`config.mk`:
```
export PLATFORM = sky130hd
export DESIGN_NAME = client_slot_table_lru_top_flat
export DESIGN_NICKNAME = d
export VERILOG_FILES = /design/src/rtl/cstl_pkg.sv /design/src/rtl/cstl_if.sv /design/src/rtl/client_slot_table_lru_top.sv /design/src/rtl/cstl_store.sv /design/src/rtl/cstl_scan.sv /design/src/flat_wrapper.sv
export VERILOG_INCLUDE_DIRS = /design/src /design/src/rtl
export SDC_FILE = /design/constraint.sdc
export NUM_CORES = 1
export LEC_CHECK = 0
export BUFFER_PORTS_ARGS = -buffer_cell sky130_fd_sc_hd__buf_4
export CAP_MARGIN = 20
export CORE_MARGIN = 2
export CORE_UTILIZATION = 55
export CTS_CLUSTER_SIZE = 8
export DETAILED_ROUTE_END_ITERATION = 8
export PLACE_DENSITY = 0.71
export SLEW_MARGIN = 20
export SYNTH_ARGS = -nofsm -noshare
export SYNTH_HDL_FRONTEND = slang
export SYNTH_HIERARCHICAL = 1
export SYNTH_SLANG_ARGS = --single-unit
```
`constraint.sdc`:
```
create_clock -name clk -period 6.95 [get_ports clk]
set_input_delay 1.7375 -clock clk [delete_from_list [all_inputs] [get_ports clk]]
set_output_delay 1.7375 -clock clk [all_outputs]
set_load 0.03 [all_outputs]
```
`src/rtl/assert_macros.svh`:
```
// Assertion helpers, included by the files that check themselves.
// Each macro expects signals named clk and rst in the scope where it is used.
`ifndef ASSERT_MACROS_SVH
`define ASSERT_MACROS_SVH

// The consequent must hold in the same cycle as the antecedent.
`define ASSERT_SAME(label, ante, cons) \
  label: assert property (@(posedge clk) disable iff (rst) (ante) |-> (cons)) \
    else $error("assertion failed");

// The consequent must hold in the cycle after the antecedent.
`define ASSERT_NEXT(label, ante, cons) \
  label: assert property (@(posedge clk) disable iff (rst) (ante) |=> (cons)) \
    else $error("assertion failed");

`endif

```
`src/rtl/cstl_pkg.sv`:
```
`timescale 1ns / 1ps

package cstl_pkg;

  localparam int ENTRIES_DEF = 4;
  localparam int KEY_W       = 32;
  localparam int TIME_W      = 32;
  localparam int SLOT_W      = 6;

  typedef enum logic [1:0] {
    OC_HIT   = 2'd0,
    OC_FILL  = 2'd1,
    OC_EVICT = 2'd2
  } outcome_t;

  // Read request into the entry store.
  typedef struct packed {
    logic              en;
    logic [SLOT_W-1:0] idx;
  } cstl_rd_req_t;

  // Registered read data out of the entry store.
  typedef struct packed {
    logic              valid;
    logic [KEY_W-1:0]  key;
    logic [TIME_W-1:0] stamp;
  } cstl_rd_t;

  // Write of one entry; a write always marks the entry valid.
  typedef struct packed {
    logic              en;
    logic [SLOT_W-1:0] idx;
    logic [KEY_W-1:0]  key;
    logic [TIME_W-1:0] stamp;
  } cstl_wr_t;

  // Control of the scan unit.
  typedef struct packed {
    logic              clear;
    logic              step;
    logic [SLOT_W-1:0] idx;
  } cstl_scan_ctl_t;

  // What the scan found after walking all entries.
  typedef struct packed {
    logic              hit;
    logic [SLOT_W-1:0] hit_idx;
    logic              empty_found;
    logic [SLOT_W-1:0] empty_idx;
    logic [SLOT_W-1:0] oldest_idx;
  } cstl_scan_res_t;

endpackage

```
`src/rtl/cstl_if.sv`:
```
`timescale 1ns / 1ps

interface cstl_req_if;
  import cstl_pkg::*;

  logic              valid;
  logic              ready;
  logic [KEY_W-1:0]  client_key;
  logic [TIME_W-1:0] now_ms;

  modport source (output valid, output client_key, output now_ms, input ready);
  modport sink (input valid, input client_key, input now_ms, output ready);
endinterface

interface cstl_rsp_if;
  import cstl_pkg::*;

  logic              valid;
  logic              ready;
  logic [SLOT_W-1:0] slot;
  logic [1:0]        outcome;

  modport source (output valid, output slot, output outcome, input ready);
  modport sink (input valid, input slot, input outcome, output ready);
endinterface

```
`src/rtl/client_slot_table_lru_top.sv`:
```
`timescale 1ns / 1ps
`include "assert_macros.svh"

// Channel  Direction  Word contents
// -------  ---------  ------------------------------------------
// req      in         client_key (32 bits), now_ms (32 bits)
// rsp      out        slot (6 bits), outcome (2 bits)
//
// Each accepted word is answered after a walk over all entries at one entry a cycle
// through the single read port of the entry store and the shared compare unit,
// followed by a commit step that loads the output register.
// Reset clears all valid bits at once; there is no clearing pass.
// A stalled response holds the block in its commit step until it is taken.

module client_slot_table_lru_top #(
  parameter int ENTRIES = cstl_pkg::ENTRIES_DEF
) (
  input logic       clk,
  input logic       rst,
  cstl_req_if.sink  req,
  cstl_rsp_if.source rsp
);
  import cstl_pkg::*;

  localparam int IDX_W = (ENTRIES > 1) ? $clog2(ENTRIES) : 1;
  localparam logic [IDX_W-1:0] LAST = IDX_W'(ENTRIES - 1);

  typedef enum logic [1:0] {
    ST_IDLE,
    ST_SCAN,
    ST_COMMIT
  } state_t;

  state_t            state;
  logic [KEY_W-1:0]  key_q;
  logic [TIME_W-1:0] now_q;
  logic [IDX_W-1:0]  rd_idx;
  logic              issue_done;
  logic              proc_en;
  logic [IDX_W-1:0]  proc_idx;
  logic              out_valid;
  logic [SLOT_W-1:0] out_slot;
  outcome_t          out_code;

  logic              accept;
  logic              out_free;
  logic [SLOT_W-1:0] pick;
  outcome_t          code;
  logic              code_ok;

  cstl_rd_req_t   rd_req;
  cstl_rd_t       rd;
  cstl_wr_t       wr;
  cstl_scan_ctl_t scan_ctl;
  cstl_scan_res_t scan_res;

  // A new request is taken only while no lookup is in progress.
  assign req.ready = (state == ST_IDLE);
  assign accept    = req.valid && req.ready;

  // The output register is free when empty or when its word leaves now.
  assign out_free = !out_valid || rsp.ready;

  // Reads are issued for entries 0 to ENTRIES-1; the data of each read is
  // scored in the next cycle, when it comes out of the store's read register.
  assign rd_req.en  = (state == ST_SCAN) && !issue_done;
  assign rd_req.idx = SLOT_W'(rd_idx);

  assign scan_ctl.clear = accept;
  assign scan_ctl.step  = proc_en;
  assign scan_ctl.idx   = SLOT_W'(proc_idx);

  // A hit wins over an empty slot, and an empty slot over eviction.
  always_comb begin
    if (scan_res.hit) begin
      pick = scan_res.hit_idx;
      code = OC_HIT;
    end else if (scan_res.empty_found) begin
      pick = scan_res.empty_idx;
      code = OC_FILL;
    end else begin
      pick = scan_res.oldest_idx;
      code = OC_EVICT;
    end
  end

  // On a hit the same key is written back with the fresh stamp.
  assign wr.en    = (state == ST_COMMIT) && out_free;
  assign wr.idx   = pick;
  assign wr.key   = key_q;
  assign wr.stamp = now_q;

  cstl_store #(
    .ENTRIES(ENTRIES)
  ) u_store (
    .clk    (clk),
    .rst    (rst),
    .rd_req (rd_req),
    .rd     (rd),
    .wr     (wr)
  );

  cstl_scan #(
    .ENTRIES(ENTRIES)
  ) u_scan (
    .clk (clk),
    .rst (rst),
    .ctl (scan_ctl),
    .key (key_q),
    .now (now_q),
    .rd  (rd),
    .res (scan_res)
  );

  always_ff @(posedge clk) begin
    if (rst) begin
      state      <= ST_IDLE;
      issue_done <= 1'b0;
      proc_en    <= 1'b0;
      out_valid  <= 1'b0;
    end else begin
      proc_en  <= rd_req.en;
      proc_idx <= rd_idx;
      // A commit loads the output register; otherwise a taken word empties it.
      if ((state == ST_COMMIT) && out_free) begin
        out_valid <= 1'b1;
      end else if (rsp.valid && rsp.ready) begin
        out_valid <= 1'b0;
      end
      case (state)
        ST_IDLE: begin
          if (accept) begin
            key_q      <= req.client_key;
            now_q      <= req.now_ms;
            rd_idx     <= '0;
            issue_done <= 1'b0;
            state      <= ST_SCAN;
          end
        end
        ST_SCAN: begin
          if (rd_req.en) begin
            if (rd_idx == LAST) begin
              issue_done <= 1'b1;
            end else begin
              rd_idx <= rd_idx + 1'b1;
            end
          end
          // The scan result is complete once the last entry is scored.
          if (proc_en && (proc_idx == LAST)) begin
            state <= ST_COMMIT;
          end
        end
        ST_COMMIT: begin
          if (out_free) begin
            out_slot  <= pick;
            out_code  <= code;
            state     <= ST_IDLE;
          end
        end
        default: begin
          state <= ST_IDLE;
        end
      endcase
    end
  end

  assign rsp.valid   = out_valid;
  assign rsp.slot    = out_slot;
  assign rsp.outcome = out_code;

  assign code_ok = (rsp.outcome == OC_HIT) || (rsp.outcome == OC_FILL) ||
                   (rsp.outcome == OC_EVICT);

  // Every accepted request starts a walk over the entries.
  `ASSERT_NEXT(a_accept_starts_scan, accept, state == ST_SCAN)

  // A response appears only as the result of a commit step.
  `ASSERT_SAME(a_rsp_from_commit, $rose(rsp.valid), $past(state) == ST_COMMIT)

  // Only the three defined outcome codes are ever shown.
  `ASSERT_SAME(a_outcome_code, rsp.valid, code_ok)

endmodule

```
`src/rtl/cstl_store.sv`:
```
`timescale 1ns / 1ps

module cstl_store #(
  parameter int ENTRIES = cstl_pkg::ENTRIES_DEF
) (
  input  logic                  clk,
  input  logic                  rst,
  input  cstl_pkg::cstl_rd_req_t rd_req,
  output cstl_pkg::cstl_rd_t     rd,
  input  cstl_pkg::cstl_wr_t     wr
);
  import cstl_pkg::*;

  localparam int IDX_W = (ENTRIES > 1) ? $clog2(ENTRIES) : 1;

  logic [KEY_W-1:0]  key_mem   [ENTRIES];
  logic [TIME_W-1:0] stamp_mem [ENTRIES];
  logic [ENTRIES-1:0] valid;

  logic [IDX_W-1:0] rd_idx;
  logic [IDX_W-1:0] wr_idx;

  assign rd_idx = rd_req.idx[IDX_W-1:0];
  assign wr_idx = wr.idx[IDX_W-1:0];

  always_ff @(posedge clk) begin
    if (rst) begin
      valid <= '0;
    end else if (wr.en) begin
      valid[wr_idx] <= 1'b1;
    end
  end

  always_ff @(posedge clk) begin
    if (wr.en) begin
      key_mem[wr_idx]   <= wr.key;
      stamp_mem[wr_idx] <= wr.stamp;
    end
    if (rd_req.en) begin
      rd.key   <= key_mem[rd_idx];
      rd.stamp <= stamp_mem[rd_idx];
      rd.valid <= valid[rd_idx];
    end
  end

endmodule

```
`src/rtl/cstl_scan.sv`:
```
`timescale 1ns / 1ps

module cstl_scan #(
  parameter int ENTRIES = cstl_pkg::ENTRIES_DEF
) (
  input  logic                        clk,
  input  logic                        rst,
  input  cstl_pkg::cstl_scan_ctl_t    ctl,
  input  logic [cstl_pkg::KEY_W-1:0]  key,
  input  logic [cstl_pkg::TIME_W-1:0] now,
  input  cstl_pkg::cstl_rd_t          rd,
  output cstl_pkg::cstl_scan_res_t    res
);
  import cstl_pkg::*;

  localparam int IDX_W = (ENTRIES > 1) ? $clog2(ENTRIES) : 1;

  logic              hit;
  logic [IDX_W-1:0]  hit_idx;
  logic              empty_found;
  logic [IDX_W-1:0]  empty_idx;
  logic [TIME_W-1:0] oldest_age;
  logic [IDX_W-1:0]  oldest_idx;

  logic              match;
  logic [TIME_W-1:0] age;
  logic [IDX_W-1:0]  idx;

  // The one compare unit: key equality, wrapping age and age ordering.
  assign idx   = ctl.idx[IDX_W-1:0];
  assign match = rd.valid && (rd.key == key);
  assign age   = now - rd.stamp;

  always_ff @(posedge clk) begin
    if (rst) begin
      hit         <= 1'b0;
      empty_found <= 1'b0;
    end else if (ctl.clear) begin
      hit         <= 1'b0;
      empty_found <= 1'b0;
      oldest_age  <= '0;
      oldest_idx  <= '0;
    end else if (ctl.step) begin
      if (match && !hit) begin
        hit     <= 1'b1;
        hit_idx <= idx;
      end
      if (!rd.valid && !empty_found) begin
        empty_found <= 1'b1;
        empty_idx   <= idx;
      end
      // Strictly greater, so ties stay with the lower index.
      if (age > oldest_age) begin
        oldest_age <= age;
        oldest_idx <= idx;
      end
    end
  end

  assign res.hit         = hit;
  assign res.hit_idx     = SLOT_W'(hit_idx);
  assign res.empty_found = empty_found;
  assign res.empty_idx   = SLOT_W'(empty_idx);
  assign res.oldest_idx  = SLOT_W'(oldest_idx);

endmodule

```
`src/flat_wrapper.sv`:
```
// flat-port wrapper written by rule: the top's interface ports become plain ports
module client_slot_table_lru_top_flat import cstl_pkg::*;
#(
  parameter int ENTRIES = cstl_pkg::ENTRIES_DEF
)
  (clk, rst, req_valid, req_client_key, req_now_ms, req_ready, rsp_valid, rsp_slot, rsp_outcome, rsp_ready);
  cstl_req_if req_i ();
  cstl_rsp_if rsp_i ();
  input logic clk;
  input logic rst;
  input wire logic [$bits(req_i.valid)-1:0] req_valid;
  input wire logic [$bits(req_i.client_key)-1:0] req_client_key;
  input wire logic [$bits(req_i.now_ms)-1:0] req_now_ms;
  output wire logic [$bits(req_i.ready)-1:0] req_ready;
  output wire logic [$bits(rsp_i.valid)-1:0] rsp_valid;
  output wire logic [$bits(rsp_i.slot)-1:0] rsp_slot;
  output wire logic [$bits(rsp_i.outcome)-1:0] rsp_outcome;
  input wire logic [$bits(rsp_i.ready)-1:0] rsp_ready;
  assign req_i.valid = req_valid;
  assign req_i.client_key = req_client_key;
  assign req_i.now_ms = req_now_ms;
  assign req_ready = req_i.ready;
  assign rsp_valid = rsp_i.valid;
  assign rsp_slot = rsp_i.slot;
  assign rsp_outcome = rsp_i.outcome;
  assign rsp_i.ready = rsp_ready;
  client_slot_table_lru_top #(.ENTRIES(ENTRIES)) u_core (.clk(clk), .rst(rst), .req(req_i), .rsp(rsp_i));
endmodule
```
After elaboration in Yosys (flattened, before gate mapping). Memory sizes are Yosys's and may differ from the RTL's. A register that Yosys moved wholly into a read port is not among the register bits. Cells that the tools add are included.

Register bits after elaboration: 126. Memory bits (writable): 256. Input bits: 68. Output and inout port bits: 10. Logic and storage cells: 99. Memories: 2.

Add/subtract/negate cells: 2. Magnitude comparators: 4. Equality and inequality tests: 11. Multiplexer cells: 27. Bitwise operators: 3. Reduce and logical (&&, ||, !) cells: 31.

Memories: u_core.u_store.key_mem (words 4, width 32, rd ports 1, clocked after memory_dff 1, wr ports 1, line cstl_store.sv:16) `logic [KEY_W-1:0] key_mem [ENTRIES];`; u_core.u_store.stamp_mem (words 4, width 32, rd ports 1, clocked after memory_dff 1, wr ports 1, line cstl_store.sv:17) `logic [TIME_W-1:0] stamp_mem [ENTRIES];`.

Operators with widths (count): 32-bit 2-to-1 mux (2); 32-bit equality test (1); 32-bit > comparator (1); 32-bit subtractor (1); 2-bit 2-to-1 mux (11); 3-bit AND reduction (4); 4-bit AND reduction (3); 1-bit logical AND (9); 1-bit 2-to-1 mux (9); 2-bit != test, second input constant (4); 2-bit nonzero test (4); 2-bit equality test, second input constant (3); 2-bit by 3-bit < comparator with 1-bit output, second input constant (2); 2-bit one-hot mux with 3 select lines (1); 1-bit zero test (5); 5-bit AND reduction (1); 2-bit by 1-bit != test with 1-bit output, second input constant (2); 4-bit OR (1); 2-bit one-hot mux with 2 select lines (1); 2-bit AND reduction (2); 2-bit by 1-bit adder with 2-bit output, second input constant (1); 1-bit binary-select mux with 2-bit select (1); 1-bit demux with 2-bit select (1); 2-bit by 1-bit equality test with 1-bit output, second input constant (1); other kinds (6) (7).

Depth between registers and ports, before layout. Gate-level depths: netlist (run 1).

Depth in word-level cells: 7. Depth in mapped cells: 17. Depth with buffers taken out: 17.

Modules after synthesis. The synthesis (run 1) kept the hierarchy.

Modules (own cells, without submodules): cstl_store (times used 1, cells an instance 415, area each 11408.4 µm²); cstl_scan (times used 1, cells an instance 594, area each 4914.7 µm²); client_slot_table_lru_top (times used 1, cells an instance 135, area each 2723.9 µm²).

Worst setup path before layout (run 1). No wires, ideal clock.

Path kind: input to register. Start point: input port rsp_ready. End point: memory u_core.u_store.key_mem[0][0], enable pin. Library setup time: 581 ps. Arrival: 6761 ps. Required time: 6369 ps. Slack: -392 ps. Stages on the path: 3. Buffers on the path: 0. Cell sequence: nor2b_1 nor2_1 nor3b_1.

RTL lines: from (decl) (line flat_wrapper.sv:18) `input wire logic [$bits(rsp_i.ready)-1:0] rsp_ready;`; to (decl) (line cstl_store.sv:16).

Worst setup path in the final report (run 1).
Start point: register u_core.now_q[0]. End point: register u_core.u_scan.oldest_age[6], enable pin.

Longest elaborated chain between the ends: 4.

Ends and longest elaborated chain: from (decl) (line client_slot_table_lru_top.sv:36) `logic [TIME_W-1:0] now_q;`; from (signal assigned) (line client_slot_table_lru_top.sv:134) `now_q <= req.now_ms;`; 32-bit subtractor (line cstl_scan.sv:32) `assign age = now - rd.stamp;`; net u_core.u_scan.age[24] (line cstl_scan.sv:26) `logic [TIME_W-1:0] age;`; 32-bit > comparator (line cstl_scan.sv:53) `if (age > oldest_age) begin`; 2-bit nonzero test (no line); 3-bit AND reduction (no line); to (signal assigned) (line cstl_scan.sv:54) `oldest_age <= age;`; to (decl) (line cstl_scan.sv:22) `logic [TIME_W-1:0] oldest_age;`.

The timed path passes the listed nets, and every way through them passes these cells. A chain may end at the register's enable or synchronous reset.

==> results of run 1 <==
[metal layers]
metal | track usage | part of all wire | wire (um) | vias to the layer above
li1 | - | - | - | 4606
met2 | 0.343 | 0.50 | 18100 | 281
met1 | 0.283 | 0.43 | 15500 | 4929
met3 | 0.0382 | 0.049 | 1790 | 58
met4 | 0.0784 | 0.023 | 837 | 0
met5 | 0 | 0 | 0 | -
[state kept, by name (all words and copies together), names as in the netlist, 4 cells and up]
name,count
u_core/u_store/key_mem,128
u_core/u_store/valid,4
u_core/key_q,32
u_core/u_store/stamp_mem,128
u_core/now_q,32
u_core/u_store/rd,65
u_core/u_scan/oldest_age,32
u_core/rsp.slot,6
[power by group through the flow]
stage               logic (mW)  clock network [mW]  registers [mW]
finish                   0.521                2.81            3.07
global route             0.578                2.99            3.07
CTS                      0.522                2.88            3.07
detailed placement       0.520                   0            3.12
global placement         0.514                   0            3.12
floorplan                0.385                   0            3.11
[worst min-delay path by stage]
stage	slack, ns	endpoint	startpoint	depth (start not counted)
after floorplan	0.42	u_core/u_store/valid[1]	u_core/u_store/valid[1]	2
after global placement	0.44	u_core/u_store/valid[1]	u_core/u_store/valid[1]	2
after detailed placement	0.45	u_core/u_store/valid[3]	u_core/u_store/valid[3]	2
after CTS	0.46	u_core/u_store/valid[3]	u_core/u_store/valid[3]	2
after global routing	0.48	u_core/u_store/valid[3]	u_core/u_store/valid[3]	2
final	0.46	u_core/u_store/valid[3]	u_core/u_store/valid[3]	2
[worst min-delay path, cell delays in order, from the launching register on]
cell and delay (ns):
dfxtp_1 0.31, a31oi_1 0.04, nor2_1 0.06
[cell type report]
class / instances / area share
Clock inverter: 10 / 0.00384
Inverter: 76 / 0.0131
Clock buffer: 87 / 0.0802
Tap cell: 455 / 0.0261
Timing Repair Buffer: 90 / 0.0309
Multi-Input combinational cell: 581 / 0.238
Sequential cell: 446 / 0.608
==> metrics.md, run 1 <==
| Metric | Value |
|---|---|
| Run status | completed |
| Max stage delay cell, worst path | buf_4 |
| Vias in the first global route | 10,298 |
| DR WL/cell | 20.8 um |
| Cell family with most CP delay | simple AND/OR/NAND/NOR gates |
| Sequential share of power | 0.479 |
| Largest net degree at the start of global routing | 67 |
| I/O Pins | 78 |
| Htree depth | 3 |
| Antenna Cells | 0 |
| Number of port buffers | 77 |
| Peak Freq | 205 MHz |
| Fin. max-slew vios | 0 |
| Mapped Cells | 1,143 |
| Most frequent cells in the layout | edfxtp_1, buf_4, inv_1 |
| Via/cell ratio | 5.66 |
| Syn avg cell area | 16.7 um^2 |
| Max_cap viols | 0 |
| Pre-CTS setup slack | 2.06 ns |
| Fin. Hold Viols | 0 |
| Remaining DRCs | 0 |
| Setup ws final | 2.07 ns |
| CORE AREA | 34,300 um^2 |
| Fill count | 2,391 |
| Setup Fix Bufs, Post-CTS | 0 |
| Post-Route Setup TNS | 0 ns |
| Die area | 36,100 um^2 |
| CP endpoint | u_core/u_scan/oldest_age[6] |
| Setup Viol. Count Final | 0 |
| CTS tree | yes |
| Row Count | 68 |
| WP depth | 17 |
| Commonest non-fill, non-tap cell in the layout | edfxtp_1 |
| Critical path data required time | 7.15 ns |
| Synthesized cell area | 19,000 um^2 |
| Max incr delay on CP | 0.46 ns |
| DRT Wirelength | 36.2 mm |
| Least-Margin Pin Slew | 1.05 ns |
| R2R cell count | 17 |
| Design Area, Final | 21,800 um^2 |
| Dpl hpwl | 22.5 mm |
| Critical Path, Cell by Cell | inv_1 > ha_1 > inv_1 > fa_1 > a21o_1 > a221oi_2 > or3_1 > a21oi_1 > nor4_1 > nor2_1 > ha_1 > nand4_1 > or2_2 > or3_1 > a21o_1 > a311oi_4 > buf_4 |
| Switching part of the total | 0.219 |
| TritonCTS Buffers | 66 |
| Clock latency at the later pin of the worst-skew pair | 0.57 ns |
| Reg2reg setup slack | 2.07 ns |
| R2R Path Start | u_core/now_q[0] |
| Die Span X | 190 um |
| # hold bufs at CTS | 0 |
| CTS resizes | 0 |
| Starting density of the core | 0.555 |
| Gpl congestion | 0.860 |
| Critical path data arrival time | 5.08 ns |
| Buf/Inv on CP | 3 |
| Minimum clock period | 4.88 ns |
| Die H | 190 um |
| Crit-path max FO | 34 |
| Multi-input gate area | 5200 um^2 |
| Internal power | 5.00 mW |
| Clk sink count | 446 |
| Sw power | 1.40 mW |
| Layout cells sized above 1 | 0.206 |
| CP endpoint kind | register |
| Final Net Count | 1,394 |
| Storage cell area | 13,300 um^2 |
| Final worst path period share | 0.702 |
| Clk pwr share | 0.439 |
| Startpoint class of the critical path | register |
| Area Overhead vs Synth | 14.7% |
| Overflow after GRT | 0 |
| Fin Clk Skew | 0.0230 ns |
| Initial antenna violation count | 0 |
| Final hold slack | 0.455 ns |
| Reg-to-Reg End | u_core/u_scan/oldest_age[6] |
| Routed Antenna Nets | 0 |
| Pwr/cell area | 293 nW/um^2 |
| DR vias | 9,874 |
| Setup Crit Path Kind | register to register |
| Clock root buffer | clkbuf_16 |
| Bufs on Longest Clock Path | 3 |
| First-pass detailed-route iteration total | 5 |
| Clock Pin Slew Worst Setup and Hold Paths | 0.05 ns |
| Worst setup path start | u_core/now_q[0] |
| Placed Cells | 1,648 |
| RSZ-0062 raised after global routing | false |
| IR Drop Worst-Case VDD | 0.259 mV |
| Yosys Warn Count | 6 |
| Combinational power share | 0.081 |
| Final core area utilization | 0.637 |
| Placed Area | 20,000 um^2 |
| Finished Layout Cells | 1,745 |
| Hold Path Class | register to register |
| Total chip power | 6.40 mW |
| Max-slew headroom | 0.298 |
| First-pass GRT wire length | 56.9 mm |
| Leak pwr | 7.66 nW |
| Initial DRC count | 664 |
| Total global-route track usage | 0.209 |
No activity file was read; power rests on OpenSTA's default activity.
==> run 2: changes to the inputs <==
==> constraint.sdc (replaced) <==
create_clock -name clk -period 3.93 [get_ports clk]
set_input_delay 0.9825 -clock clk [delete_from_list [all_inputs] [get_ports clk]]
set_output_delay 0.9825 -clock clk [all_outputs]
set_load 0.03 [all_outputs]
==> metrics.md, run 2 (synthesis results as in run 1) <==
| Metric | Value |
|---|---|
| Hold Path Class | register to register |
| Biggest regs | u_core/u_store/key_mem (128), u_core/u_store/stamp_mem (128), u_core/u_store/rd (65) |
| Clock Pin Slew Worst Setup and Hold Paths | 0.05 ns (about the same) |
| Critical path data arrival time | 4.57 ns (-0.51 ns) |
| Row Count | 68 (unchanged) |
| Run status | finished, violations left |
| Initial antenna violation count | 0 (unchanged) |
| Minimum clock period | 4.29 ns (-0.591 ns) |
| Startpoint class of the critical path | register |
| Commonest non-fill, non-tap cell in the layout | edfxtp_1 |
| Final worst path period share | 1.09 (+0.389) |
| Final Net Count | 1,547 (+11%) |
| CTS tree | yes |
| Layout cells sized above 1 | 0.297 (+0.0903) |
| Setup Crit Path Kind | register to register |
| Clock root buffer | clkbuf_16 |
| CORE AREA | 34,300 um^2 (unchanged) |
| CP endpoint kind | register |
| Critical path data required time | 4.21 ns (-2.94 ns) |
| Max-slew headroom | 0.401 (+0.103) |
| Overflow after GRT | 0 (unchanged) |
| First-pass GRT wire length | 59.1 mm (+3.7%) |
| Bufs on Longest Clock Path | 3 (unchanged) |
| Die H | 190 um (unchanged) |
| Worst path most repeated cell | a21o_1 |
| Least-Margin Pin Slew | 0.889 ns (-0.162 ns) |
| Peak Freq | 233 MHz (+14%) |
| Final hold slack | 0.460 ns (+0.00536 ns) |
| Dpl hpwl | 23.2 mm (+3.1%) |
| I/O Pins | 78 (unchanged) |
| Fin. Hold Viols | 0 (unchanged) |
| DR WL/cell | 19.7 um (-5.1%) |
| Max_cap viols | 0 (unchanged) |
| Initial DRC count | 637 (-4.1%) |
| Clk sink count | 446 (unchanged) |
| Pwr/cell area | 484 nW/um^2 (+65%) |
| Max stage delay cell, worst path | or4_4 |
| Die Span X | 190 um (unchanged) |
| TritonCTS Buffers | 61 (-7.6%) |
| Starting density of the core | 0.555 (unchanged) |
| Critical Path, Cell by Cell | ha_4 > a21o_1 > a221oi_4 > or4_4 > a2111oi_4 > o21a_2 > nor2_1 > ha_1 > nand4_1 > or2_4 > or3_4 > a21o_1 > a311oi_4 > buf_6 > buf_12 |
| RSZ-0062 raised after global routing | true |
| Max incr delay on CP | 0.54 ns (+0.08 ns) |
| Setup Viol. Count Final | 34 (+34) |
| Vias in the first global route | 11,132 (+8.1%) |
| Remaining DRCs | 0 (unchanged) |
| Fin. max-slew vios | 0 (unchanged) |
| Fin Clk Skew | 0.0253 ns (+0.00231 ns) |
| Via/cell ratio | 5.54 (-2.1%) |
| Leak pwr | 8.35 nW (+9.0%) |
| Clock latency at the later pin of the worst-skew pair | 0.58 ns (about the same) |
| Htree depth | 2 (-1) |
| Most frequent cells in the layout | edfxtp_1, buf_4, inv_1 |
| First-pass detailed-route iteration total | 5 (unchanged) |
| Antenna Cells | 0 (unchanged) |
| Routed Antenna Nets | 0 (unchanged) |
| Total global-route track usage | 0.213 (+0.00397) |
| Cell family with most CP delay | compound AO/OA/AOI/OAI gates |
| Crit-path max FO | 7 (-79%) |
| DRT Wirelength | 37.3 mm (+3.0%) |
| Area Overhead vs Synth | 20.9% |
| Gpl congestion | 0.849 (-1.3%) |
| Pre-CTS setup slack | -0.420 ns (-2.48 ns) |
| DR vias | 10,497 (+6.3%) |
| Setup ws final | -0.360 ns (-2.43 ns) |
| # hold bufs at CTS | 0 (unchanged) |
| IR Drop Worst-Case VDD | 0.429 mV (+66%) |
| Failing checks | setup timing |
| Die area | 36,100 um^2 (unchanged) |
| Buf/Inv on CP | 2 (-1) |
| Number of port buffers | 77 (unchanged) |
| Largest net degree at the start of global routing | 69 (+3.0%) |
run 2: cell count changes in the layout (fill, tap and decap cells not counted), moves of 3 or more:
cell | before | now
ha_1 | 64 | 61
buf_12 | 0 | 5
a21oi_1 | 48 | 45
buf_4 | 90 | 240
clkbuf_1 | 20 | 26
clkinv_1 | 3 | 0
clkbuf_16 | 67 | 61
run 2: path summary, 6_finish.rpt:
| check | slack (ns) | to | depth (start not counted) | from |
|---|---|---|---|---|
| worst max-delay path | -0.36 | u_core/u_scan/oldest_age[21] | 15 | u_core/now_q[2] |
| worst min-delay path | 0.46 | u_core/u_store/valid[1] | 2 | u_core/u_store/valid[1] |
| worst max register to register | -0.36 | u_core/u_scan/oldest_age[21] | 15 | u_core/now_q[2] |
| worst min register to register | 0.46 | u_core/u_store/valid[1] | 2 | u_core/u_store/valid[1] |
run 2: worst min-delay path, stage by stage (launching register included):
cell,delay [ns]
dfxtp_1,0.31
inv_1,0.05
a21oi_1,0.05
run 2: metrics by stage:
step,cells,area (um^2),TNS [ns],utilization,power [mW]
global placement,1799,21200,-11.49,0.619,6.60
floorplan,1154,19100,-29.23,-,6.18
global route,1895,23000,-17.71,0.672,11.6
detailed placement,1799,21200,-14.06,0.619,6.63
CTS,1895,23000,-9.81,0.671,11.2
finish,1895,23000,-10.59,0.672,11.1
run 2: where the power goes:
group          switching, mW  total [mW]  internal, mW
logic                  0.577        1.15         0.573
clock network           1.78        4.57          2.79
registers             0.0605        5.42          5.36
run 2: layout make-up:
| type | instances | area, um^2 |
|---|---|---|
| Timing Repair Buffer | 248 | 1950 |
| Clock buffer | 87 | 1620 |
| Clock inverter | 2 | 17.5 |
| Tap cell | 455 | 569 |
| Inverter | 76 | 285 |
| Fill cell | 2217 | 11300 |
| Sequential cell | 446 | 13300 |
| Multi-Input combinational cell | 581 | 5300 |
run 2: what timing repair did:
action                                  CTS  global route
gates cloned                              2             0
resized for setup                         9             5
endpoints found under the setup margin   34            34
pin swaps                                14             1
buffers inserted                          7             1
run 2: metal layers:
layer  vias to the layer above  part of all wire  track usage
li1                       4916                 -            -
met5                         -                 0            0
met1                      5243              0.43        0.285
met3                        74             0.048       0.0421
met2                       264              0.49        0.352
met4                         0             0.028       0.0781
